[src/rtl/gsdq_pkg.sv]
`default_nettype none
package gsdq_pkg;

	localparam int unsigned CoordW  = 16;
	localparam int unsigned ThreshW = 16;
	localparam int unsigned MarginW = 8;
	localparam int unsigned CfgIdxW = 2;
	localparam int unsigned CfgDataW = 16;

	localparam logic [CfgIdxW-1:0] REG_ENABLE    = 2'd0;
	localparam logic [CfgIdxW-1:0] REG_THRESH_SQ = 2'd1;
	localparam logic [CfgIdxW-1:0] REG_MARGIN    = 2'd2;

	localparam logic                RstEnable   = 1'b1;
	localparam logic [ThreshW-1:0]  RstThreshSq = 16'd64;
	localparam logic [MarginW-1:0]  RstMargin   = 8'd2;

	typedef enum logic [1:0] {
		DIR_RIGHT = 2'd0,
		DIR_LEFT  = 2'd1,
		DIR_DOWN  = 2'd2,
		DIR_UP    = 2'd3
	} dir_t;

	// last direction with a none code in the top bit
	localparam logic [2:0] LAST_NONE = 3'd4;

	typedef struct packed {
		logic signed [CoordW-1:0] pos_x;
		logic signed [CoordW-1:0] pos_y;
		logic                     first_sample;
		logic                     last_sample;
	} sample_t;

	typedef struct packed {
		logic       dir_valid;
		logic [1:0] direction;
		logic       stroke_done;
		logic       stayed_in_place;
	} result_t;

	typedef struct packed {
		logic               enable;
		logic [ThreshW-1:0] move_threshold_sq;
		logic [MarginW-1:0] still_margin;
	} cfg_t;

	typedef struct packed {
		logic hit;
		dir_t dir;
	} cls_t;

endpackage
`default_nettype wire

[src/rtl/gsdq_cfg_regs.sv]
`default_nettype none
module gsdq_cfg_regs (
	input  wire logic                            clk,
	input  wire logic                            arst_n,
	input  wire logic                            cfg_we,
	input  wire logic [gsdq_pkg::CfgIdxW-1:0]    cfg_index,
	input  wire logic [gsdq_pkg::CfgDataW-1:0]   cfg_wdata,
	output gsdq_pkg::cfg_t                       cfg
);

	gsdq_pkg::cfg_t cfg_q;

	always_ff @(posedge clk or negedge arst_n) begin
		if (!arst_n) begin
			cfg_q.enable            <= gsdq_pkg::RstEnable;
			cfg_q.move_threshold_sq <= gsdq_pkg::RstThreshSq;
			cfg_q.still_margin      <= gsdq_pkg::RstMargin;
		end else if (cfg_we) begin
			case (cfg_index)
				gsdq_pkg::REG_ENABLE: begin
					cfg_q.enable <= cfg_wdata[0];
				end
				gsdq_pkg::REG_THRESH_SQ: begin
					cfg_q.move_threshold_sq <= cfg_wdata[gsdq_pkg::ThreshW-1:0];
				end
				gsdq_pkg::REG_MARGIN: begin
					cfg_q.still_margin <= cfg_wdata[gsdq_pkg::MarginW-1:0];
				end
				default: begin
				end
			endcase
		end
	end

	assign cfg = cfg_q;

endmodule
`default_nettype wire

[src/rtl/gsdq_classify.sv]
`default_nettype none
module gsdq_classify (
	input  wire logic signed [gsdq_pkg::CoordW-1:0]  x,
	input  wire logic signed [gsdq_pkg::CoordW-1:0]  y,
	input  wire logic signed [gsdq_pkg::CoordW-1:0]  ox,
	input  wire logic signed [gsdq_pkg::CoordW-1:0]  oy,
	input  wire logic [gsdq_pkg::ThreshW-1:0]        thresh_sq,
	output gsdq_pkg::cls_t                           cls
);

	localparam int unsigned DW = gsdq_pkg::CoordW + 1;

	logic signed [DW-1:0] dx, dy;
	logic [DW-1:0]        ax, ay;
	logic                 far;
	logic [15:0]          sq_x, sq_y;
	logic [16:0]          dist_sq;

	always_comb begin
		dx = DW'(x) - DW'(ox);
		dy = DW'(y) - DW'(oy);
		ax = dx[DW-1] ? DW'(-dx) : DW'(dx);
		ay = dy[DW-1] ? DW'(-dy) : DW'(dy);
		// any axis at 256 or more already exceeds every threshold
		far  = (ax[DW-1:8] != '0) || (ay[DW-1:8] != '0);
		sq_x = ax[7:0] * ax[7:0];
		sq_y = ay[7:0] * ay[7:0];
		dist_sq = {1'b0, sq_x} + {1'b0, sq_y};

		cls.hit = 1'b0;
		cls.dir = gsdq_pkg::DIR_RIGHT;
		if (far || (dist_sq > {1'b0, thresh_sq})) begin
			if (ax > ay) begin
				cls.hit = 1'b1;
				cls.dir = dx[DW-1] ? gsdq_pkg::DIR_LEFT : gsdq_pkg::DIR_RIGHT;
			end else if (ay > ax) begin
				cls.hit = 1'b1;
				cls.dir = dy[DW-1] ? gsdq_pkg::DIR_UP : gsdq_pkg::DIR_DOWN;
			end
		end
	end

endmodule
`default_nettype wire

[src/rtl/gesture_stroke_direction_quantizer_core.sv]
// channel  dir  handshake                     payload
// sample   in   sample_valid / sample_ready   sample (gsdq_pkg::sample_t)
// result   out  result_valid / result_ready   result (gsdq_pkg::result_t)
// config   in   cfg_we                        cfg_index, cfg_wdata
//
// one beat per cycle sustained while result_ready holds high; a sample passes from the input
// register through classify and update into the result register
// stroke state is updated, only while enabled, on the same edge that loads the result register
// a stalled result holds the input register; a new beat is taken only while it is empty or advancing
// reset sets the config registers to their defaults, clears both valid flags and clears the stroke state
`default_nettype none
module gesture_stroke_direction_quantizer_core (
	input  wire logic                            clk,
	input  wire logic                            arst_n,
	input  wire logic                            sample_valid,
	output logic                                 sample_ready,
	input  wire gsdq_pkg::sample_t               sample,
	output logic                                 result_valid,
	input  wire logic                            result_ready,
	output gsdq_pkg::result_t                    result,
	input  wire logic                            cfg_we,
	input  wire logic [gsdq_pkg::CfgIdxW-1:0]    cfg_index,
	input  wire logic [gsdq_pkg::CfgDataW-1:0]   cfg_wdata
);

	localparam int unsigned CW = gsdq_pkg::CoordW;
	localparam int unsigned BW = CW + 2;

	gsdq_pkg::cfg_t    cfg;
	gsdq_pkg::sample_t smp_s1;
	logic              valid_s1;
	gsdq_pkg::result_t res_q;
	logic              res_valid_q;

	logic signed [CW-1:0] origin_x_q, origin_y_q, start_x_q, start_y_q;
	logic [2:0]           last_dir_q;
	logic                 all_inside_q;

	logic signed [CW-1:0] ox, oy, sx, sy;
	logic [2:0]           last_dir;
	logic                 inside_prev;
	gsdq_pkg::cls_t       cls;
	logic                 adv, emit, in_box, inside_next;
	logic signed [BW-1:0] lo_x, hi_x, lo_y, hi_y, bx, by, bm;
	gsdq_pkg::result_t    res_d;

	gsdq_cfg_regs u_cfg (
		.clk       (clk),
		.arst_n    (arst_n),
		.cfg_we    (cfg_we),
		.cfg_index (cfg_index),
		.cfg_wdata (cfg_wdata),
		.cfg       (cfg)
	);

	assign adv          = valid_s1 && (!res_valid_q || result_ready);
	assign sample_ready = !valid_s1 || adv;

	always_ff @(posedge clk or negedge arst_n) begin
		if (!arst_n) begin
			valid_s1 <= 1'b0;
		end else if (sample_ready) begin
			valid_s1 <= sample_valid;
		end
	end

	always_ff @(posedge clk) begin
		if (sample_ready && sample_valid) begin
			smp_s1 <= sample;
		end
	end

	// stroke start overrides the held state
	always_comb begin
		ox          = smp_s1.first_sample ? smp_s1.pos_x : origin_x_q;
		oy          = smp_s1.first_sample ? smp_s1.pos_y : origin_y_q;
		sx          = smp_s1.first_sample ? smp_s1.pos_x : start_x_q;
		sy          = smp_s1.first_sample ? smp_s1.pos_y : start_y_q;
		last_dir    = smp_s1.first_sample ? gsdq_pkg::LAST_NONE : last_dir_q;
		inside_prev = smp_s1.first_sample ? 1'b1 : all_inside_q;
	end

	gsdq_classify u_cls (
		.x         (smp_s1.pos_x),
		.y         (smp_s1.pos_y),
		.ox        (ox),
		.oy        (oy),
		.thresh_sq (cfg.move_threshold_sq),
		.cls       (cls)
	);

	// half-open click box
	always_comb begin
		bm          = BW'(cfg.still_margin);
		bx          = BW'(smp_s1.pos_x);
		by          = BW'(smp_s1.pos_y);
		lo_x        = BW'(sx) - bm;
		hi_x        = BW'(sx) + bm;
		lo_y        = BW'(sy) - bm;
		hi_y        = BW'(sy) + bm;
		in_box      = (bx >= lo_x) && (bx < hi_x) && (by >= lo_y) && (by < hi_y);
		inside_next = inside_prev && in_box;
		emit        = cls.hit && ({1'b0, cls.dir} != last_dir);

		res_d.stroke_done = smp_s1.last_sample;
		if (cfg.enable) begin
			res_d.dir_valid       = emit;
			res_d.direction       = emit ? cls.dir : gsdq_pkg::DIR_RIGHT;
			res_d.stayed_in_place = smp_s1.last_sample && inside_next;
		end else begin
			res_d.dir_valid       = 1'b0;
			res_d.direction       = gsdq_pkg::DIR_RIGHT;
			res_d.stayed_in_place = smp_s1.last_sample;
		end
	end

	always_ff @(posedge clk or negedge arst_n) begin
		if (!arst_n) begin
			origin_x_q   <= '0;
			origin_y_q   <= '0;
			start_x_q    <= '0;
			start_y_q    <= '0;
			last_dir_q   <= gsdq_pkg::LAST_NONE;
			all_inside_q <= 1'b1;
		end else if (adv && cfg.enable) begin
			origin_x_q   <= cls.hit ? smp_s1.pos_x : ox;
			origin_y_q   <= cls.hit ? smp_s1.pos_y : oy;
			start_x_q    <= sx;
			start_y_q    <= sy;
			last_dir_q   <= cls.hit ? {1'b0, cls.dir} : last_dir;
			all_inside_q <= inside_next;
		end
	end

	always_ff @(posedge clk or negedge arst_n) begin
		if (!arst_n) begin
			res_valid_q <= 1'b0;
		end else if (adv) begin
			res_valid_q <= 1'b1;
		end else if (result_ready) begin
			res_valid_q <= 1'b0;
		end
	end

	always_ff @(posedge clk) begin
		if (adv) begin
			res_q <= res_d;
		end
	end

	assign result_valid = res_valid_q;
	assign result       = res_q;

	a_stayed_only_on_done: assert property (@(posedge clk) disable iff (!arst_n)
		result_valid && !result.stroke_done |-> !result.stayed_in_place)
		else $error("stayed_in_place without stroke_done");

	a_dir_zero_when_idle: assert property (@(posedge clk) disable iff (!arst_n)
		result_valid && !result.dir_valid |-> result.direction == gsdq_pkg::DIR_RIGHT)
		else $error("direction not zero without dir_valid");

	a_emit_matches_state: assert property (@(posedge clk) disable iff (!arst_n)
		result_valid && result.dir_valid |-> last_dir_q == {1'b0, result.direction})
		else $error("emitted direction differs from tracked direction");

	a_stall_holds_stage: assert property (@(posedge clk) disable iff (!arst_n)
		valid_s1 && res_valid_q && !result_ready |=> valid_s1 && $stable(smp_s1))
		else $error("input register lost a beat during a stall");

endmodule
`default_nettype wire

[config.mk]
export PLATFORM = sky130hd
export DESIGN_NAME = gesture_stroke_direction_quantizer_core
export DESIGN_NICKNAME = d
export VERILOG_FILES = /design/src/rtl/gsdq_pkg.sv /design/src/rtl/gsdq_cfg_regs.sv /design/src/rtl/gsdq_classify.sv /design/src/rtl/gesture_stroke_direction_quantizer_core.sv
export SDC_FILE = /design/constraint.sdc
export NUM_CORES = 1
export LEC_CHECK = 0
export BUFFER_PORTS_ARGS = -buffer_cell sky130_fd_sc_hd__buf_2
export CAP_MARGIN = 20
export CORE_MARGIN = 10
export CORE_UTILIZATION = 54
export CTS_CLUSTER_SIZE = 20
export DETAILED_ROUTE_END_ITERATION = 6
export PLACE_DENSITY = 0.7
export SYNTH_ARGS = -nofsm -noshare
export SYNTH_HDL_FRONTEND = slang
export SYNTH_SLANG_ARGS = --single-unit
[constraint.sdc]
create_clock -name clk -period 12.5 [get_ports clk]
set_input_delay 1.25 -clock clk [delete_from_list [all_inputs] [get_ports clk]]
set_output_delay 1.25 -clock clk [all_outputs]
set_load 0.05 [all_outputs]
==> run_results.csv <==
group,metric,value,unit
run_status,status,"finished, final reports clean",
route,drc,0,
final_layout,n_antenna_cell,0,
global_route,grt_pass1_wl,70000,um
final_layout,layout_commonest_cell,"ha_1",
placed_design,numPortBuffers,63,
placed_design,hpwlAfterDp,33600,um
timing,setup_viol,0,
final_layout,drive_above_1_share,8.23,%
timing,finalSetupTns,0,ns
synth,synth_cells,1860,
route,dr.pass1.iters,5,
worst_setup_path,cp.buffers_inverters,7,
timing,period_needed,11.41,ns
clock_network,cts_max_level,4,
clock_network,cts_max_path_buffers,2,
worst_setup_path,cpLargestDelayFamily,"adder cells",
worst_setup_path,cp_common_cell,"fa_1",
clock_network,cts_resized,0,
synth,yosysWarnings,0,
placed_design,place_ws,1.15,ns
global_route,antenna_found_initial,0,
worst_setup_path,crit_arrival,11.60,ns
route,ant_nets,0,
timing,fin_crit_sh,91.2,%
synth,synth_area_leader_cell,"ha_1",
route,vias_per_cell,5.95,
synth,synth_edf_count,39,
synth,synthArstFlopShare,70.9,%
synth,synth_top_area_share,16.9,%
worst_setup_path,critPathKind,"flip-flop to flip-flop",
worst_setup_path,startpoint_type,"flip-flop",
timing,fin_skew,0.0144,ns
timing,worst_slew_pin_slew,0.870,ns
global_route,grt_overflow,0,
timing,maxSlewViolCount,0,
synth,syn_nets,2218,
floorplan,core,29600,um^2
clock_network,cts_sinks,134,
floorplan,io_pins,64,
worst_hold_path,hold_path.class,"flip-flop to flip-flop",
global_route,grt_pass1_vias,13700,
synth,seq_area_frac_synth,21.9,%
clock_network,worstSkewPairLatency,0.43,ns
synth,syn_area,16300,um^2
final_layout,area_delta_synth_final,7.81,%
worst_setup_path,crit_path_max_incr_delay,0.55,ns
worst_setup_path,cp_max_fo,72,
route,drt-total-wl,42300,um
final_layout,final_cell_mix,"ha_1 (219), inv_1 (212), nand2_1 (144)",
clock_network,cts_tree,"done",
clock_network,clockRootBuffer,"clkbuf_16",
timing,hold_viol,0,
floorplan,fp.dieH,194,um
synth,syn_area_per_cell,8.74,um^2
timing,grt_setup_unrepaired,"no",
clock_network,holdBufCountCts,0,
route,num_vias,13700,
worst_setup_path,cp_slowest_cell,"fa_1",
synth,ys_seq_elements,134,
placed_design,gp_congestion,0.918,
floorplan,rows,63,
worst_setup_path,endpoint_kind,"flip-flop",
worst_setup_path,crit_required,12.69,ns
timing,setup_ws,1.09,ns
synth,synth_cell_type_count,77,
route,drtIter0Drc,883,
synth,yosys_most_used_dff,"dfrtp_1",
floorplan,die-width,194,um
job,cap_viol_max_count,0,
timing,max_freq,87.7,MHz
clock_network,cts_buffers,17,
global_route,grt_usage,22.5,%
timing,max-slew-margin-rel,41.4,%
synth,ys_top_cells_by_area,"ha_1 (17%), dfrtp_1 (14%), fa_1 (10%), edfxtp_1 (7.2%), inv_1 (4.9%)",
final_layout,nets,2253,
clock_network,clk_pin_slew_worst_paths,0.07,ns
clock_network,postCtsSetupBuffers,0,
global_route,grt_start_max_net_pins,83,
route,post_drt_wl_per_cell,18.4,um
floorplan,initial_core_util,54.9,%
floorplan,dieArea,37500,um^2
==> path summary, 6_finish.rpt <==
path | from | cells after the start | slack [ns] | end
max in group asynchronous | arst_n | 2 | 10.47 | u_cfg.cfg[9]$_DFFE_PN0P_
max reg2reg | smp_s1[1]$_DFFE_PP_ | 42 | 1.09 | result[2]$_SDFFCE_PN0P_
min in group asynchronous | arst_n | 1 | 0.76 | start_y_q[11]$_DFFE_PN0P_
min reg2reg | res_d[1]$_DFFE_PP_ | 0 | 0.49 | result[1]$_DFFE_PP_
max | smp_s1[1]$_DFFE_PP_ | 42 | 1.09 | result[2]$_SDFFCE_PN0P_
min | res_d[1]$_DFFE_PP_ | 0 | 0.49 | result[1]$_DFFE_PP_
==> flip-flops by register name, summed over array words and instances, names as in the netlist <==
signal and cells:
start_x_q 16, start_y_q 16, last_dir_q 3, origin_x_q 16, u_cfg.cfg 25, result 5, origin_y_q 16, valid_s1 1
bx 16, result_valid 1, all_inside_q 1, res_d 1, by 16, smp_s1 1
==> Yosys cell counts (all sizes together) (34+ instances only) <==
library cell / number
xor2: 36
a21o: 41
o211ai: 44
edfxtp: 39
dfrtp: 90
nand2: 145
inv: 212
o21ai: 80
nor2b: 53
xnor2: 78
clkbuf: 48
nor2: 126
nand3: 49
o21a: 34
fa: 82
a21oi: 114
ha: 219
==> cell type report <==
type                       instances  area [um^2]
clock buffer                      24          462
timing repair buffer              79          475
multi-input combinational       1450        11700
fill                            2654        12100
clock inverter                     8         78.8
tap                              390          488
inverter                         213          800
sequential                       134         3550
==> cells by family after synthesis <==
kind of cell	Yosys count	synth area share [%]
AND/OR/NAND/NOR	525	16.0
AO/OA/AOI/OAI	465	19.6
adder cells (fa/ha/maj)	301	26.9
buffers and inverters	276	6.44
flip-flops	134	21.9
XOR/XNOR	114	6.14
multiplexers	45	2.97
==> worst register-to-register path: cells and delay by family, from the launching register on <==
kind / cells / cell delay (ns)
DFF: 1 / 0.52
buffers and inverters: 7 / 1.01
xor gates and xnor gates: 2 / 0.44
adders and majority gates: 9 / 4.03
and+or+nand+nor: 10 / 2.44
AOI/OAI and AO/OA: 14 / 2.73
==> through the flow <==
step,instance area (um^2),util (%),hold slack (ns),cells
floorplan,16300,-,0.419,1860
detailed placement,17000,57.3,0.478,2265
global route,17500,59.2,0.509,2298
global placement,17000,57.3,0.476,2265
finish,17500,59.2,0.492,2298
CTS,17500,59.1,0.492,2297
==> metal layers <==
| layer | track usage (%) | vias up | routed length (um) |
|---|---|---|---|
| li1 | - | 6651 | - |
| met1 | 28.5 | 6617 | 18600 |
| met2 | 38.1 | 335 | 20800 |
| met3 | 2.65 | 70 | 1470 |
| met4 | 9.01 | 0 | 1480 |
| met5 | 0 | - | 0 |
Power is left out: the tool's default activity adds up to more than one toggle a clock period on the data nets, which glitch-free logic cannot reach.
